`config.mk`:
```
export PLATFORM = sky130hd
export DESIGN_NAME = dwts_ctrl
export DESIGN_NICKNAME = d
export VERILOG_FILES = /design/src/rtl/dwts_pkg.sv /design/src/rtl/dwts_ctrl.sv
export SDC_FILE = /design/constraint.sdc
export NUM_CORES = 1
export LEC_CHECK = 0
export ABC_AREA = 1
export ABC_CLOCK_PERIOD_IN_PS = 4500
export BUFFER_PORTS_ARGS = -buffer_cell sky130_fd_sc_hd__buf_2
export CAP_MARGIN = 20
export CORE_ASPECT_RATIO = 1.4
export CORE_UTILIZATION = 40
export DETAILED_ROUTE_END_ITERATION = 6
export MAX_ROUTING_LAYER = met4
export PLACE_DENSITY_LB_ADDON = 0.25
export SLEW_MARGIN = 40
export SYNTH_ARGS = -nofsm -noshare
export SYNTH_HDL_FRONTEND = slang
export SYNTH_SLANG_ARGS = --single-unit
```
`constraint.sdc`:
```
create_clock -name clk -period 4.5 [get_ports clk]
set_input_delay 0 -clock clk [delete_from_list [all_inputs] [get_ports clk]]
set_output_delay 0 -clock clk [all_outputs]
set_load 0.02 [all_outputs]
```
`src/rtl/dwts_pkg.sv`:
```
package dwts_pkg;

  localparam int DW    = 32;          // result word
  localparam int FB    = 16;          // fraction bits
  localparam int HW    = 20;          // heading width
  localparam int DTW   = 31;          // time step / wheelbase width
  localparam int ANG_SH = 30 - FB;    // heading to Q30
  localparam int AW    = 36;          // Q30 angle accumulator
  localparam int CW    = 34;          // CORDIC x/y and multiplier operands
  localparam int PW    = 2 * CW;      // product
  localparam int NUMW  = 36;          // divider numerator (signed)
  localparam int NW    = NUMW + FB;   // scaled numerator magnitude
  localparam int QW    = 33;          // quotient bits developed
  localparam int SQW   = 64;          // square root working width

  localparam int CORDIC_STEPS = 30;
  localparam int SQRT_STEPS   = 32;

  localparam logic signed [AW-1:0] Q30_TWO_PI  = 36'sd6746518852;
  localparam logic signed [AW-1:0] Q30_PI      = 36'sd3373259426;
  localparam logic signed [AW-1:0] Q30_HALF_PI = 36'sd1686629713;
  localparam logic signed [CW-1:0] CORDIC_GAIN = 34'sd652032874;
  localparam logic signed [PW-1:0] RND_HALF    = 68'sd536870912;

  localparam logic signed [DW-1:0] W_MAX = {1'b0, {(DW-1){1'b1}}};
  localparam logic signed [DW-1:0] W_MIN = {1'b1, {(DW-1){1'b0}}};
  localparam logic [QW-1:0]        Q_LIM = QW'(1) << (DW - 1);

  typedef logic [4:0] op_t;

  localparam op_t OP_NONE   = 5'd0;
  localparam op_t OP_LOAD   = 5'd1;
  localparam op_t OP_AMOD   = 5'd2;
  localparam op_t OP_AWRAP  = 5'd3;
  localparam op_t OP_AFOLD  = 5'd4;
  localparam op_t OP_CORD   = 5'd5;
  localparam op_t OP_SCFIX  = 5'd6;
  localparam op_t OP_MULS   = 5'd7;
  localparam op_t OP_MULC   = 5'd8;
  localparam op_t OP_OFS    = 5'd9;
  localparam op_t OP_PT     = 5'd10;
  localparam op_t OP_MAG    = 5'd11;
  localparam op_t OP_SQX    = 5'd12;
  localparam op_t OP_SQY    = 5'd13;
  localparam op_t OP_SQSUM  = 5'd14;
  localparam op_t OP_SQRT   = 5'd15;
  localparam op_t OP_DIST   = 5'd16;
  localparam op_t OP_DSTART = 5'd17;
  localparam op_t OP_DSTEP  = 5'd18;
  localparam op_t OP_DEND   = 5'd19;
  localparam op_t OP_EMIT   = 5'd20;

  typedef logic [1:0] dsel_t;

  localparam dsel_t DSEL_VEL  = 2'd0;
  localparam dsel_t DSEL_ACC  = 2'd1;
  localparam dsel_t DSEL_JERK = 2'd2;

  typedef struct packed {
    op_t        op;
    logic       side;
    logic [5:0] cnt;
    dsel_t      dsel;
  } cmd_t;

  function automatic logic signed [AW-1:0] atan_q30(input logic [4:0] i);
    logic signed [AW-1:0] v;
    case (i)
      5'd0:  v = 36'sd843314857;
      5'd1:  v = 36'sd497837829;
      5'd2:  v = 36'sd263043837;
      5'd3:  v = 36'sd133525159;
      5'd4:  v = 36'sd67021687;
      5'd5:  v = 36'sd33543516;
      5'd6:  v = 36'sd16775851;
      5'd7:  v = 36'sd8388437;
      5'd8:  v = 36'sd4194283;
      5'd9:  v = 36'sd2097149;
      default: v = AW'(36'sd1 <<< (30 - i));
    endcase
    return v;
  endfunction

  function automatic logic signed [DW-1:0] sat_w(input logic signed [39:0] v);
    logic signed [DW-1:0] r;
    if (v[39:DW-1] != {(41-DW){v[39]}}) begin
      r = v[39] ? W_MIN : W_MAX;
    end else begin
      r = v[DW-1:0];
    end
    return r;
  endfunction

endpackage

```
`src/rtl/dwts_ctrl.sv`:
```
module dwts_ctrl (
  input  logic          clk,
  input  logic          rst_n,
  input  logic          in_valid,
  output logic          in_ready,
  output logic          out_valid,
  input  logic          out_ready,
  input  logic          first_seg,
  output dwts_pkg::cmd_t cmd
);
  import dwts_pkg::*;

  localparam logic [4:0] S_IDLE   = 5'd0;
  localparam logic [4:0] S_AMOD   = 5'd1;
  localparam logic [4:0] S_AWRAP  = 5'd2;
  localparam logic [4:0] S_AFOLD  = 5'd3;
  localparam logic [4:0] S_CORD   = 5'd4;
  localparam logic [4:0] S_SCFIX  = 5'd5;
  localparam logic [4:0] S_MULS   = 5'd6;
  localparam logic [4:0] S_MULC   = 5'd7;
  localparam logic [4:0] S_OFS    = 5'd8;
  localparam logic [4:0] S_PT     = 5'd9;
  localparam logic [4:0] S_MAG    = 5'd10;
  localparam logic [4:0] S_SQX    = 5'd11;
  localparam logic [4:0] S_SQY    = 5'd12;
  localparam logic [4:0] S_SQSUM  = 5'd13;
  localparam logic [4:0] S_SQRT   = 5'd14;
  localparam logic [4:0] S_DIST   = 5'd15;
  localparam logic [4:0] S_DSTART = 5'd16;
  localparam logic [4:0] S_DSTEP  = 5'd17;
  localparam logic [4:0] S_DEND   = 5'd18;
  localparam logic [4:0] S_EMIT   = 5'd19;

  logic [4:0] state_r, state_nxt;
  logic       side_r, side_nxt;
  logic [5:0] cnt_r, cnt_nxt;
  dsel_t      dsel_r, dsel_nxt;
  logic       out_valid_r, out_valid_nxt;
  logic       slot_free;

  assign slot_free = !out_valid_r || out_ready;
  assign in_ready  = (state_r == S_IDLE);
  assign out_valid = out_valid_r;

  always_comb begin
    state_nxt     = state_r;
    side_nxt      = side_r;
    cnt_nxt       = cnt_r;
    dsel_nxt      = dsel_r;
    out_valid_nxt = out_valid_r && !out_ready;
    cmd.op        = OP_NONE;
    cmd.side      = side_r;
    cmd.cnt       = cnt_r;
    cmd.dsel      = dsel_r;
    unique case (state_r)
      S_IDLE: begin
        if (in_valid) begin
          cmd.op    = OP_LOAD;
          side_nxt  = 1'b0;
          state_nxt = S_AMOD;
        end
      end
      S_AMOD: begin
        cmd.op    = OP_AMOD;
        state_nxt = S_AWRAP;
      end
      S_AWRAP: begin
        cmd.op    = OP_AWRAP;
        state_nxt = S_AFOLD;
      end
      S_AFOLD: begin
        cmd.op    = OP_AFOLD;
        cnt_nxt   = '0;
        state_nxt = S_CORD;
      end
      S_CORD: begin
        cmd.op = OP_CORD;
        if (cnt_r == 6'(CORDIC_STEPS - 1)) begin
          state_nxt = S_SCFIX;
        end else begin
          cnt_nxt = cnt_r + 6'd1;
        end
      end
      S_SCFIX: begin
        cmd.op    = OP_SCFIX;
        state_nxt = S_MULS;
      end
      S_MULS: begin
        cmd.op    = OP_MULS;
        state_nxt = S_MULC;
      end
      S_MULC: begin
        cmd.op    = OP_MULC;
        state_nxt = S_OFS;
      end
      S_OFS: begin
        cmd.op    = OP_OFS;
        state_nxt = S_PT;
      end
      S_PT: begin
        cmd.op    = OP_PT;
        state_nxt = first_seg ? S_EMIT : S_MAG;
      end
      S_MAG: begin
        cmd.op    = OP_MAG;
        state_nxt = S_SQX;
      end
      S_SQX: begin
        cmd.op    = OP_SQX;
        state_nxt = S_SQY;
      end
      S_SQY: begin
        cmd.op    = OP_SQY;
        state_nxt = S_SQSUM;
      end
      S_SQSUM: begin
        cmd.op    = OP_SQSUM;
        cnt_nxt   = '0;
        state_nxt = S_SQRT;
      end
      S_SQRT: begin
        cmd.op = OP_SQRT;
        if (cnt_r == 6'(SQRT_STEPS - 1)) begin
          state_nxt = S_DIST;
        end else begin
          cnt_nxt = cnt_r + 6'd1;
        end
      end
      S_DIST: begin
        cmd.op    = OP_DIST;
        dsel_nxt  = DSEL_VEL;
        state_nxt = S_DSTART;
      end
      S_DSTART: begin
        cmd.op    = OP_DSTART;
        cnt_nxt   = '0;
        state_nxt = S_DSTEP;
      end
      S_DSTEP: begin
        cmd.op = OP_DSTEP;
        if (cnt_r == 6'(QW - 1)) begin
          state_nxt = S_DEND;
        end else begin
          cnt_nxt = cnt_r + 6'd1;
        end
      end
      S_DEND: begin
        cmd.op = OP_DEND;
        if (dsel_r == DSEL_JERK) begin
          state_nxt = S_EMIT;
        end else begin
          dsel_nxt  = dsel_r + 2'd1;
          state_nxt = S_DSTART;
        end
      end
      S_EMIT: begin
        // hold until the output register is free
        if (slot_free) begin
          cmd.op        = OP_EMIT;
          out_valid_nxt = 1'b1;
          if (side_r) begin
            state_nxt = S_IDLE;
          end else begin
            side_nxt  = 1'b1;
            state_nxt = S_PT;
          end
        end
      end
      default: state_nxt = S_IDLE;
    endcase
  end

  always_ff @(posedge clk) begin
    if (!rst_n) begin
      state_r     <= S_IDLE;
      side_r      <= 1'b0;
      cnt_r       <= '0;
      dsel_r      <= DSEL_VEL;
      out_valid_r <= 1'b0;
    end else begin
      state_r     <= state_nxt;
      side_r      <= side_nxt;
      cnt_r       <= cnt_nxt;
      dsel_r      <= dsel_nxt;
      out_valid_r <= out_valid_nxt;
    end
  end

endmodule

```
Word-level counts from Yosys, hierarchy flattened:

Cells that the tools add are included.

* word-level logic and storage cells: 75
* output and inout port bits: 16
* input bits: 5
* register bits: 15

* $add $sub $neg: 2
* multiplexer cells: 23
* reductions and logical operators: 13
* eq/ne operators: 32

Operator list (count)
* $pmux W5 S20: 2
* $eq A5 B4 Y1 const B: 8
* $mux W5: 7
* $pmux W6 S4: 1
* $eq A5 B3 Y1 const B: 4
* $eq A5 B5 Y1 const B: 4
* $mux W6: 3
* $ne A2 B2 Y1 const B: 9
* $eq A6 B5 Y1 const B: 2
* $eq A5 B2 Y1 const B: 2
* $add A6 B1 Y6 const B: 1
* $eq A6 B6 Y1 const B: 1
* $eq A5 B1 Y1 const B: 1
* $logic_not A5 Y1: 1
* $mux W1: 5
* $reduce_and A5 Y1: 1
* $mux W2: 2
* $mux W4: 1
* $pmux W2 S2: 1
* $reduce_and A4 Y1: 1
* $reduce_bool A2 Y1: 2
* $reduce_bool A4 Y1: 1
* $reduce_and A3 Y1: 1
* $reduce_or A3 Y1: 1
* other kinds (7): 8

Logic depth before layout (Yosys ltp):

* depth in word-level cells: 4
* mapped depth: 11
* depth with buffers taken out: 10

Least setup slack after synthesis:

No wires, ideal clock.

* path kind: reg-to-reg
* from: register cnt_r[0]
* to: register cnt_r[0]
* required time: 4.384 ns
* arrival: 1.512 ns
* setup time: 0.116 ns
* path buffers: 1
* stages on the path, launching flop included: 12
* period minus slack after synthesis: 1.628 ns
* setup slack: 2.872 ns
* cell sequence: dfxtp_1 > inv_1 > ha_1 > nand2_1 > inv_1 > nand3_1 > nor2_1 > a21oi_2 > buf_2 > nand3_1 > nand2_1 > nor2_1

* word-level cells in the longest chain between the ends: 3
* elaborated cells between the ends (all ways): 12
* those cells by class: 1 x add/sub; 6 x eq/ne; 4 x mux; 1 x reduce/logical

Ends and longest elaborated chain
* from (decl): line dwts_ctrl.sv:36 `logic [5:0] cnt_r, cnt_nxt;`
* from (signal assigned): line dwts_ctrl.sv:183 `cnt_r <= cnt_nxt;`
* $add A6 B1 Y6 (tied with other cells): line dwts_ctrl.sv:81, dwts_ctrl.sv:126, dwts_ctrl.sv:144
* $mux W6 (tied with other cells): line dwts_ctrl.sv:141 `if (cnt_r == 6'(QW - 1)) begin`
* $pmux W6 S4 / $reduce_and A4 Y1 (equally long branches)

Parallel ways exist; a longest one is shown, timed or not. The select of a mux whose other input is x is not followed.
A chain may end at the register's enable or synchronous reset.

Final worst setup path:

Same ends and word-level chain as after synthesis.

==> run summary <==
Run status -> finished, final reports clean
Detailed-route DRC error count -> 0
Data arrival time of the worst path -> 1900 ps
Final hold slack -> 49.3 ps
Standard cell core area -> 2910 um2
Final number of max-transition violations -> 0
Largest cells by area after synthesis -> dfxtp_1 24%, nand2_1 14%, nor2_1 12%, nand3_1 11%, inv_1 7.2%
Slowest cell on the critical path -> dfxtp_1
Number of buffers on the longest clock path -> 2
Floorplan die area -> 3340 um2
Overflow after GRT -> 0
Syn avg cell area -> 5.93 um2
Share of power burned in the clock network -> 14.3%
Count of endpoints failing hold in the final timing report -> 0
Part of the Yosys area used for sequential elements -> 24.1%
Worst-case clock skew -> 4.18 ps
Area share of the largest cell type after synthesis -> 24.1%
Worst-margin pin slew -> 509 ps
Post-synthesis register bit count -> 15
Synthesized netlist net count -> 219
Area fraction in compound gates after synthesis -> 11.9%
Port buffer count -> 20
Count of instances resized after the clock tree is built -> 0
Weighted congestion at the end of routability-driven global placement -> 0.865
FF/Latch Area -> 300 um2
Achievable frequency -> 0.571 GHz
Chip height -> 68.0 um
Total clock sinks -> 15
Wire length of the first global-routing pass -> 5470 um
Power density cells -> 571 nW/um2
Switch share -> 51.4%
Avg WL per Cell -> 11.9 um
Detailed router's first-iteration violation count -> 45
# setup viols final -> 0
Post-synthesis cell count -> 210
Util after Layout -> 47.8%
Start-to-end type of the worst setup path -> flop to flop
Drt pass-1 iters -> 4
Number of enable flip-flop cells after synthesis -> 0
Portion of total power attributed to sequential cells -> 29.7%
Vias per cell -> 5.22
Fraction of layout instances using a drive strength above 1 -> 17.2%
Final instance area -> 1390 um2
Pin count of the biggest net entering global routing -> 13
CTS tree -> yes
Clock transition at the registers of the reported paths -> 70 ps
Count of max-cap constraint violations -> 0
Antenna violations before repair -> 0
Final total negative setup slack -> 0 ps
Most common library cell in the layout ignoring fill and taps -> nand2_1
R2R depth -> 10
Required @ worst endpoint -> 4650 ps
Half-perimeter wire length after detailed placement -> 2440 um
Adder and majority cell fraction of the synthesized area -> 4.02%
Worst min path class -> input pin to flop
Cell Area, Synth -> 1240 um2
Detailed Route WL -> 3130 um
Final Worst Setup Slack -> 2750 ps
Number of rows created at floorplan -> 23
Power share of the combinational group -> 56.0%
Fraction of the mapped netlist area in simple logic gates -> 47.8%
IO Count -> 21
Commonest non-fill, non-tap cells in the layout -> 47 x nand2_1, 40 x nor2_1, 27 x nand3_1
Vias in the first global route -> 1335
Layout overhead on the synthesized area -> 11.6%
Leakage power -> 0.723 nW
Number of synthesis warnings -> 0
CTS Buf Count -> 3
Clock latency on the worst-skew pair -> 250 ps
Setup repair after global routing missed its margin -> no
Final critical path time including I/O delays and setup -> 1750 ps
Post-route insts no fill -> 264
Floorplan die width -> 49.2 um
Reg2reg setup slack -> 2750 ps
Psw -> 407 uW
Overall power after layout -> 792 uW
Cell type with the highest aggregate area in the netlist -> dfxtp_1
Fill cells -> 332
Placed insts -> 260
Async SR Flop Fraction -> 0%
Count of H-tree levels built during CTS -> 1
Slew margin rel. -> 66.1%
Total placed instance area -> 1340 um2
Max FO, Critical Path -> 12
Initial standard-cell utilization of the core -> 42.8%
Number of diodes added for antenna fixing -> 0
Cell Chain, Critical Path -> inv_1, ha_1, nand2_1, inv_1, nand3_1, nor2_1, a21oi_2, nand3_1, nand2_1, nor2_1
Number of library cell types mapped by synthesis -> 25
CP startpoint kind -> flop
Post-CTS setup buffers -> 0
Combined area of the multi-input logic cells -> 802 um2
Number of nets in the final layout -> 237
Combinational family with the most area after synthesis -> simple AND/OR/NAND/NOR gates
Cell internal power dissipation -> 385 uW
DRT antenna net count -> 0
Worst slack, placed -> 2760 ps
CTS Root Buffer Type -> clkbuf_8
Mux cell area share after synthesis -> 0%
Nature of the critical path endpoint -> flop
Vias after detailed routing -> 1377
Commonest register cell after synthesis -> dfxtp_1
Worst Hold Path Cells -> 3
Max IR drop VDD -> 0.000286 V
Highest cell delay on the worst timing path -> 450 ps
Fraction of synthesized cell area in xor and xnor cells -> 0.704%
Ratio of final minimum period to clock period -> 38.9%
Global-route total usage across every layer -> 22.0%
Hold buffer count at cts -> 0
==> cell families after synthesis <==
logic type,after synthesis
XOR/XNOR,1
flip-flops,15
adder cells (fa/ha/maj),4
AO/OA/AOI/OAI,28
AND/OR/NAND/NOR,130
buffers and inverters,32
==> power by group through the flow <==
stage	Combinational [mW]	Clock [mW]	Sequential [mW]
3_5_place_dp	0.444	0	0.237
4_1_cts	0.446	0.119	0.234
2_1_floorplan	0.335	0	0.239
5_1_grt	0.511	0.122	0.242
3_3_place_gp	0.445	0	0.237
6_report	0.443	0.114	0.235
==> Yosys cell counts, types with 2 or more instances <==
library cell  count
a21oi_1          17
buf_2             2
buf_4             3
dfxtp_1          15
ha_1              4
inv_1            24
nand2_1          47
nand2_2           2
nand3_1          27
nand3_2           3
nand4_1           3
nor2_1           40
nor2_2            2
nor2_4            2
o21ai_0           8
or2_2             2
==> final cells by class <==
class                   instances  area share [%]
well taps                      37            3.33
multi-input cells             163            57.7
repair buffers                 20            7.21
clock inverters                 1           0.360
clock buffers                   3            2.97
flip-flops and latches         15            21.6
inverters                      25            6.76
==> flip-flops by register name (all words and copies together), names as in the netlist <==
signal	flops
side_r	1
cnt_r	6
state_r	5
out_valid	1
dsel_r	2
==> layer usage <==
metal  share of wire (%)  global-route usage [%]  up-vias
met2                  51                    40.1       40
met5                   0                       -        -
met3                 4.5                    2.67       12
met1                  41                    22.9      617
met4                 3.6                    12.5        0
li1                    -                       -      708
==> worst paths after layout <==
check / end / start
worst max-delay path: cnt_r[0] / cnt_r[0]
worst min-delay path: cnt_r[2] / rst_n
worst max register to register: cnt_r[0] / cnt_r[0]
worst min register to register: side_r / side_r
==> critical path, delay by kind of cell (launching register included) <==
kind / cells / cell delay [ps]
simple gates: 6 / 470
compound gates: 1 / 390
fa+ha+maj: 1 / 200
flops: 1 / 450
buf+inv: 2 / 130
(Power assumes the default switching activity.)
